### src/rtl/lfa_pkg.sv
// Package for the lowest-free identifier allocator.
// Holds sizes, request kind and status codes, and bitmap helper functions.
// No dependencies.
package lfa_pkg;

  localparam int unsigned IdCount     = 1024;
  localparam int unsigned WordBits    = 32;
  localparam int unsigned NumWords    = (IdCount + WordBits - 1) / WordBits;
  localparam int unsigned IdW         = 10;
  localparam int unsigned KindW       = 2;
  localparam int unsigned StatusW     = 2;
  localparam int unsigned WordIdxW    = (NumWords > 1) ? $clog2(NumWords) : 1;
  localparam int unsigned BitIdxW     = $clog2(WordBits);
  localparam int unsigned LastWordIds = IdCount - (NumWords - 1) * WordBits;

  typedef logic [WordBits-1:0] word_t;
  typedef logic [NumWords-1:0] words_t;
  typedef logic [WordIdxW-1:0] word_idx_t;
  typedef logic [BitIdxW-1:0]  bit_idx_t;

  typedef enum logic [KindW-1:0] {
    KIND_ALLOC   = 2'd0,
    KIND_RELEASE = 2'd1,
    KIND_CLEAR   = 2'd2
  } kind_e;

  typedef enum logic [StatusW-1:0] {
    STATUS_DONE     = 2'd0,
    STATUS_FULL     = 2'd1,
    STATUS_NOT_LIVE = 2'd2
  } status_e;

  // Ones at bit positions of a word that lie at or above IdCount.
  function automatic word_t pad_mask(input word_idx_t w);
    word_t m;
    m = '0;
    if (32'(w) == NumWords - 1) begin
      for (int i = 0; i < WordBits; i++) begin
        if (i >= LastWordIds) m[i] = 1'b1;
      end
    end
    return m;
  endfunction

  // Lowest zero bit of a word.
  function automatic bit_idx_t find_first_zero(input word_t v);
    bit_idx_t idx;
    idx = '0;
    for (int i = WordBits - 1; i >= 0; i--) begin
      if (!v[i]) idx = BitIdxW'(i);
    end
    return idx;
  endfunction

  // Lowest set bit of the summary vector.
  function automatic word_idx_t find_first_one(input words_t v);
    word_idx_t idx;
    idx = '0;
    for (int i = NumWords - 1; i >= 0; i--) begin
      if (v[i]) idx = WordIdxW'(i);
    end
    return idx;
  endfunction

endpackage

### src/rtl/lfa_req_if.sv
// Request channel of the allocator: valid/ready plus kind and release id.
// Depends on lfa_pkg.
interface lfa_req_if import lfa_pkg::*; ();
  logic             valid;
  logic             ready;
  logic [KindW-1:0] kind;
  logic [IdW-1:0]   release_id;

  modport source (output valid, output kind, output release_id, input ready);
  modport sink   (input valid, input kind, input release_id, output ready);
endinterface

### src/rtl/lfa_rsp_if.sv
// Response channel of the allocator: valid/ready plus id and status.
// Depends on lfa_pkg.
interface lfa_rsp_if import lfa_pkg::*; ();
  logic               valid;
  logic               ready;
  logic [IdW-1:0]     id;
  logic [StatusW-1:0] status;

  modport source (output valid, output id, output status, input ready);
  modport sink   (input valid, input id, input status, output ready);
endinterface

### src/rtl/lowest_free_id_allocator.sv
// Lowest-free identifier allocator. Each request item yields one response item. An item
// is handled in two steps: on accept one bitmap word is read from a synchronous memory (the
// word picked by the per-word free summary for allocate, by the id for release); then, once
// the response register is free or drained, the word is searched, written back and the
// response register loaded. The single memory read port and its registered read set this
// order; a further item is taken only after the return to idle, while that response waits.
// Clear takes effect at once through per-word valid bits, so no sweep follows reset.
// Depends on lfa_pkg, lfa_req_if and lfa_rsp_if.
module lowest_free_id_allocator import lfa_pkg::*; (
  input  logic      clk_i,
  input  logic      rst_ni,
  lfa_req_if.sink   req_i,
  lfa_rsp_if.source rsp_o
);

  typedef enum logic {ST_IDLE, ST_LOOK} state_e;

  state_e           state_q;
  logic [KindW-1:0] kind_q;
  logic [IdW-1:0]   rel_id_q;
  word_idx_t        widx_q;
  logic             none_free_q;
  words_t           sum_q;
  words_t           vld_q;
  logic             rsp_valid_q;
  logic [IdW-1:0]   rsp_id_q;
  logic [StatusW-1:0] rsp_status_q;
  logic [IdW-1:0]   rsp_id_d;
  logic [StatusW-1:0] rsp_status_d;

  word_t            mem [NumWords];
  word_t            rdata_q;

  logic             accept;
  logic             advance;
  word_idx_t        rd_addr;
  word_t            word_eff;
  bit_idx_t         free_bit;
  word_t            alloc_word;
  bit_idx_t         rel_bit;
  logic             rel_in_range;
  logic             rel_live;
  logic             wr_en;
  word_t            wdata;

  assign accept  = req_i.valid && req_i.ready;
  assign advance = (state_q == ST_LOOK) && (!rsp_valid_q || rsp_o.ready);

  // Pick the word to read: first word with a free id, or the released id's word
  assign rd_addr = (req_i.kind == KIND_ALLOC) ? find_first_one(sum_q)
                                              : req_i.release_id[BitIdxW +: WordIdxW];

  // Unwritten words read as all free; padding above the id range counts as taken
  assign word_eff     = (vld_q[widx_q] ? rdata_q : '0) | pad_mask(widx_q);
  assign free_bit     = find_first_zero(word_eff);
  assign alloc_word   = word_eff | (word_t'(1) << free_bit);
  assign rel_bit      = rel_id_q[BitIdxW-1:0];
  assign rel_in_range = 32'(rel_id_q) < IdCount;
  assign rel_live     = rel_in_range && word_eff[rel_bit];

  // Write back on the advancing cycle of a state-changing request
  always_comb begin
    wr_en = 1'b0;
    wdata = word_eff;
    if (advance) begin
      case (kind_q)
        KIND_ALLOC: begin
          wr_en = !none_free_q;
          wdata = alloc_word;
        end
        KIND_RELEASE: begin
          wr_en = rel_live;
          wdata = word_eff & ~(word_t'(1) << rel_bit);
        end
        default: begin
          wr_en = 1'b0;
        end
      endcase
    end
  end

  // Form the response fields of the item in lookup
  always_comb begin
    rsp_id_d     = '0;
    rsp_status_d = STATUS_DONE;
    case (kind_q)
      KIND_ALLOC: begin
        if (none_free_q) begin
          rsp_status_d = STATUS_FULL;
        end else begin
          rsp_id_d = IdW'({widx_q, free_bit});
        end
      end
      KIND_RELEASE: begin
        rsp_id_d = rel_id_q;
        if (!rel_live) rsp_status_d = STATUS_NOT_LIVE;
      end
      default: begin
      end
    endcase
  end

  // Bitmap memory: one write and one registered read per cycle
  always_ff @(posedge clk_i) begin
    if (wr_en) mem[widx_q] <= wdata;
    if (accept) rdata_q <= mem[rd_addr];
  end

  // Hold the request while its word is read
  always_ff @(posedge clk_i) begin
    if (accept) begin
      kind_q      <= req_i.kind;
      rel_id_q    <= req_i.release_id;
      widx_q      <= rd_addr;
      none_free_q <= (sum_q == '0);
    end
  end

  // Sequence, summary, valid bits and response register
  always_ff @(posedge clk_i or negedge rst_ni) begin
    if (!rst_ni) begin
      state_q      <= ST_IDLE;
      sum_q        <= '1;
      vld_q        <= '0;
      rsp_valid_q  <= 1'b0;
      rsp_id_q     <= '0;
      rsp_status_q <= STATUS_DONE;
    end else begin
      if (advance) begin
        rsp_valid_q  <= 1'b1;
        rsp_id_q     <= rsp_id_d;
        rsp_status_q <= rsp_status_d;
      end else if (rsp_o.ready) begin
        rsp_valid_q  <= 1'b0;
      end
      case (state_q)
        ST_IDLE: begin
          if (accept) state_q <= ST_LOOK;
        end
        ST_LOOK: begin
          if (advance) begin
            state_q <= ST_IDLE;
            case (kind_q)
              KIND_ALLOC: begin
                if (!none_free_q) begin
                  vld_q[widx_q] <= 1'b1;
                  sum_q[widx_q] <= ~&alloc_word;
                end
              end
              KIND_RELEASE: begin
                if (rel_live) begin
                  vld_q[widx_q] <= 1'b1;
                  sum_q[widx_q] <= 1'b1;
                end
              end
              KIND_CLEAR: begin
                vld_q <= '0;
                sum_q <= '1;
              end
              default: begin
              end
            endcase
          end
        end
        default: begin
          state_q <= ST_IDLE;
        end
      endcase
    end
  end

  assign req_i.ready   = (state_q == ST_IDLE);
  assign rsp_o.valid   = rsp_valid_q;
  assign rsp_o.id      = rsp_id_q;
  assign rsp_o.status  = rsp_status_q;

  // A word flagged free in the summary must yield a free bit
  a_summary_consistent: assert property (@(posedge clk_i) disable iff (!rst_ni)
    (advance && kind_q == KIND_ALLOC && !none_free_q) |-> !(&word_eff))
    else $error("summary flags a word free but the word is full");

  // Summary after an allocation write reflects the written word
  a_summary_update: assert property (@(posedge clk_i) disable iff (!rst_ni)
    (wr_en && kind_q == KIND_ALLOC) |=> sum_q[$past(widx_q)] == !(&$past(wdata)))
    else $error("summary bit not updated from written word");

  // A full status is only given when the summary was empty at accept
  a_full_status: assert property (@(posedge clk_i) disable iff (!rst_ni)
    (advance && kind_q == KIND_ALLOC) |=>
      ((rsp_status_q == STATUS_FULL) == $past(none_free_q)))
    else $error("full status disagrees with summary");

  // Only one item in flight: a request is never taken while a lookup runs
  a_one_in_flight: assert property (@(posedge clk_i) disable iff (!rst_ni)
    accept |=> (state_q == ST_LOOK) && !req_i.ready)
    else $error("request accepted during lookup");

endmodule
### src/flat_wrapper.sv
// flat-port wrapper written by rule: the top's interface ports become plain ports
module lowest_free_id_allocator_flat import lfa_pkg::*;
  (clk_i, rst_ni, req_i_valid, req_i_kind, req_i_release_id, req_i_ready, rsp_o_valid, rsp_o_id, rsp_o_status, rsp_o_ready);
  lfa_req_if req_i_i ();
  lfa_rsp_if rsp_o_i ();
  input  logic clk_i;
  input  logic rst_ni;
  input wire logic [$bits(req_i_i.valid)-1:0] req_i_valid;
  input wire logic [$bits(req_i_i.kind)-1:0] req_i_kind;
  input wire logic [$bits(req_i_i.release_id)-1:0] req_i_release_id;
  output wire logic [$bits(req_i_i.ready)-1:0] req_i_ready;
  output wire logic [$bits(rsp_o_i.valid)-1:0] rsp_o_valid;
  output wire logic [$bits(rsp_o_i.id)-1:0] rsp_o_id;
  output wire logic [$bits(rsp_o_i.status)-1:0] rsp_o_status;
  input wire logic [$bits(rsp_o_i.ready)-1:0] rsp_o_ready;
  assign req_i_i.valid = req_i_valid;
  assign req_i_i.kind = req_i_kind;
  assign req_i_i.release_id = req_i_release_id;
  assign req_i_ready = req_i_i.ready;
  assign rsp_o_valid = rsp_o_i.valid;
  assign rsp_o_id = rsp_o_i.id;
  assign rsp_o_status = rsp_o_i.status;
  assign rsp_o_i.ready = rsp_o_ready;
  lowest_free_id_allocator u_core (.clk_i(clk_i), .rst_ni(rst_ni), .req_i(req_i_i), .rsp_o(rsp_o_i));
endmodule
### config.mk
export PLATFORM = sky130hd
export DESIGN_NAME = lowest_free_id_allocator_flat
export DESIGN_NICKNAME = d
export VERILOG_FILES = /design/src/rtl/lfa_pkg.sv /design/src/rtl/lfa_req_if.sv /design/src/rtl/lfa_rsp_if.sv /design/src/rtl/lowest_free_id_allocator.sv /design/src/flat_wrapper.sv
export SDC_FILE = /design/constraint.sdc
export NUM_CORES = 2
export LEC_CHECK = 0
export CORE_MARGIN = 2
export CORE_UTILIZATION = 30
export DETAILED_ROUTE_END_ITERATION = 10
export DONT_BUFFER_PORTS = 1
export PLACE_DENSITY = 0.42
export SYNTH_ARGS = -nofsm -noshare
export SYNTH_HDL_FRONTEND = slang
export SYNTH_SLANG_ARGS = --single-unit
### constraint.sdc
create_clock -name clk_i -period 5.7 [get_ports clk_i]
set_input_delay 0.57 -clock clk_i [delete_from_list [all_inputs] [get_ports clk_i]]
set_output_delay 0.57 -clock clk_i [all_outputs]
set_load 0.01 [all_outputs]
==> flow_summary.ini <==
[clock_tree]
ctsHoldBuffers = 14
clk_root_buffer_cell = clkbuf_16
h-tree-depth = 3
clkLatencyLatePin_ps = 750
postCtsSetupBuffers = 0
cts_max_path_buffers = 3
cts_buffers = 121
cts_num_sinks = 1152
cts_resized = 0
path_clk_slew_ps = 60
cts_tree = built

[finish]
n_fill_cell = 14495
mostFrequentLayoutCells = edfxtp_1, mux4_2, a21oi_1, clkbuf_16, nand2_1
final_nets = 2628
seqCellArea_um2 = 34200
multiInputGateArea_um2 = 12200
drive_gt1_share_pct = 24.4
syn_to_final_growth_pct = 16.4
final_common_cell = edfxtp_1
fin_util_pct = 35.1

[global_route]
groute.usage.overall_pct = 17.6
grt_max_degree = 84
grt_pass1_wl_um = 200000
first_global_vias = 25727
overflow = 0
antenna_found_initial = 9

[sta]
fin_crit_ps = 5130
final.setup.tns_ps = 0
setup_viol = 0
fin_crit_sh_pct = 90.1
maxSlewHeadroom_pct = 11.0
worst_pin_slew_ps = 1330
rsz0062_at_grt = false
hold_viol = 0
fmax_ghz = 0.195
worst_slack_ps = 567
maxSlewViolCount = 0
skew_ps = 30.0

[place]
dp_slack_ps = 610
dp_hpwl_um = 89000
numPortBuffers = 0
globalplace.congestion = 0.881

[yosys]
syn-instance-count = 2515
syn_nets = 2535
async_reset_ff_share_pct = 6.77
yosys_warnings = 0
yosys-top-cells-area = edfxtp_1, mux4_2, dfrtp_1
ys_ff_latch = 1152
netlist.area_leader.share_pct = 69.3
synth_edf_count = 1074
synth_area_um2 = 46500
synth.largest_area_cell = edfxtp_1
synth_area_per_cell_um2 = 18.5
yosysUniqueCellTypes = 67
ys_seq_area_share_pct = 73.6
synth_flop_cell = edfxtp_1

[job]
max_cap_viol_count = 0

[worst_setup_path]
cp_slowest_stage_delay_ps = 1130
worstPathMaxFanout = 32
required_ps = 6360
critPathLaunchType = flop
endpoint_kind = flop
critPathKind = reg2reg
cp_slowest_cell = nor3_1
cp_cell_sequence = or3b_1 -> o22ai_1 -> nor4_1 -> mux2_2 -> nor3_1 -> o21ai_0 -> nor4_1 -> o211ai_1 -> o41ai_4 -> buf_4 -> o21ai_0
arrival_ps = 5800

[run_status]
outcome = finished clean

[worst_hold_path]
hold_class = in2reg

[floorplan]
die_y_um = 398
std_cell_rows = 144
fp.dieW_um = 398
initial_utilization_pct = 30.2
coreArea_um2 = 154000
die_area_um2 = 158000
io_pins = 30

[route]
wirelength_um = 140000
vias = 25152
drtAntennaViolNets = 0
first_pass_iters = 6
dr.first_iter.drc_count = 2461
drc = 0
vias_per_cell = 5.28
wl_per_cell_um = 29.4

[pwr]
power.density_nw_per_um2 = 416
p_leak_uw = 0.0174
worst_ir_drop_vdd_v = 0.000254
per-stage QoR:
step	hold WS, ps	total power [uW]	cell area [um2]	instances
final	95.9	22500	54100	4760
after global routing	108	23400	54100	4754
after CTS	44.7	22800	54100	4753
after detailed placement	279	15000	50100	4514
after global placement	279	15000	49900	4504
after floorplan	274	13100	46500	2515
worst paths after layout:
path                             startpoint            endpoint  slack [ps]  cells past startpoint
min                             rsp_o_ready  u_core.rsp_o.valid         100                      2
max reg2reg                u_core.widx_q[2]                flop         570                     11
min in group asynchronous            rst_ni    u_core.vld_q[11]         390                      2
max in group asynchronous            rst_ni           async pin        4940                      2
max                        u_core.widx_q[2]                flop         570                     11
min reg2reg                 u_core.vld_q[2]     u_core.vld_q[2]         490                      1
worst max-delay path: cells and delay by family, from the launching register on:
kind / cells / cell delay (ps)
and+or+nand+nor: 4 / 2220
buffers and inverters: 1 / 420
DFF: 1 / 850
AOI/OAI and AO/OA: 5 / 990
muxes: 1 / 530
cell families (layout without fill, tap and decap cells):
| family | Yosys count | after routing | synth area share [%] |
|---|---|---|---|
| DFF | 1152 | 1152 | 73.6 |
| AOI/OAI and AO/OA | 458 | 458 | 6.46 |
| and+or+nand+nor | 418 | 418 | 4.40 |
| muxes | 317 | 317 | 14.0 |
| buffers and inverters | 166 | 361 | 1.42 |
| adders and majority gates | 4 | 4 | 0.108 |
| other | 0 | 6 | 0 |
cell usage after synthesis, types with 3 or more instances:
cell,instances
or4_1,6
or3b_1,3
a22o_1,4
nor3_1,14
buf_1,36
nand2b_1,7
a21boi_0,3
nand2_1,120
o22ai_1,18
a221oi_1,37
nand3b_1,8
ha_1,4
o211ai_1,3
nor4_1,13
clkbuf_1,102
nand3_1,22
a21oi_1,139
a31oi_1,10
o21ai_0,61
o31a_1,3
o31ai_1,6
nor2_1,124
and2_1,12
o2111ai_1,3
mux2i_1,49
and4_1,4
inv_1,19
a32oi_1,3
dfstp_2,32
edfxtp_1,1074
dfrtp_1,46
buf_6,4
a211oi_1,7
o21ai_1,30
o211a_1,32
and3_1,10
mux4_2,266
a22oi_1,50
a21o_1,4
nor2b_1,39
nand4_1,12
o21a_1,34
nor3b_1,8
or2_2,6
flip-flops by register name, summed over array words and instances (netlist names), named ones only:
signal	flops
u_core.state_q	1
u_core.none_free_q	1
u_core.rsp_o.status	2
u_core.rsp_o.id	10
u_core.rel_id_q	10
u_core.rdata_q	32
u_core.mem	1024
u_core.widx_q	5
u_core.vld_q	32
u_core.kind_q	2
u_core.rsp_o.valid	1
power breakdown:
part           switching [uW]  internal, uW
combinational            2730          1740
sequential                415          9920
clock                    3350          4350
area by class of cell:
class	instances	area share [%]
Clock buffer	146	5.77
Inverter	21	0.148
Antenna cell	6	0.0277
Sequential cell	1152	63.3
Multi-Input combinational cell	1197	22.5
Clock inverter	79	1.32
Timing Repair Buffer	115	2.24
Tap cell	2044	4.72
per-layer routing:
layer / routed length, um / up-vias / global-route usage, %
met2: 63700 / 676 / 27.0
met1: 67800 / 13755 / 26.7
li1: - / 10555 / -
met3: 6270 / 162 / 2.52
met5: 21 / - / 0
met4: 2010 / 4 / 3.03
No activity file was read; power rests on OpenSTA's default activity.
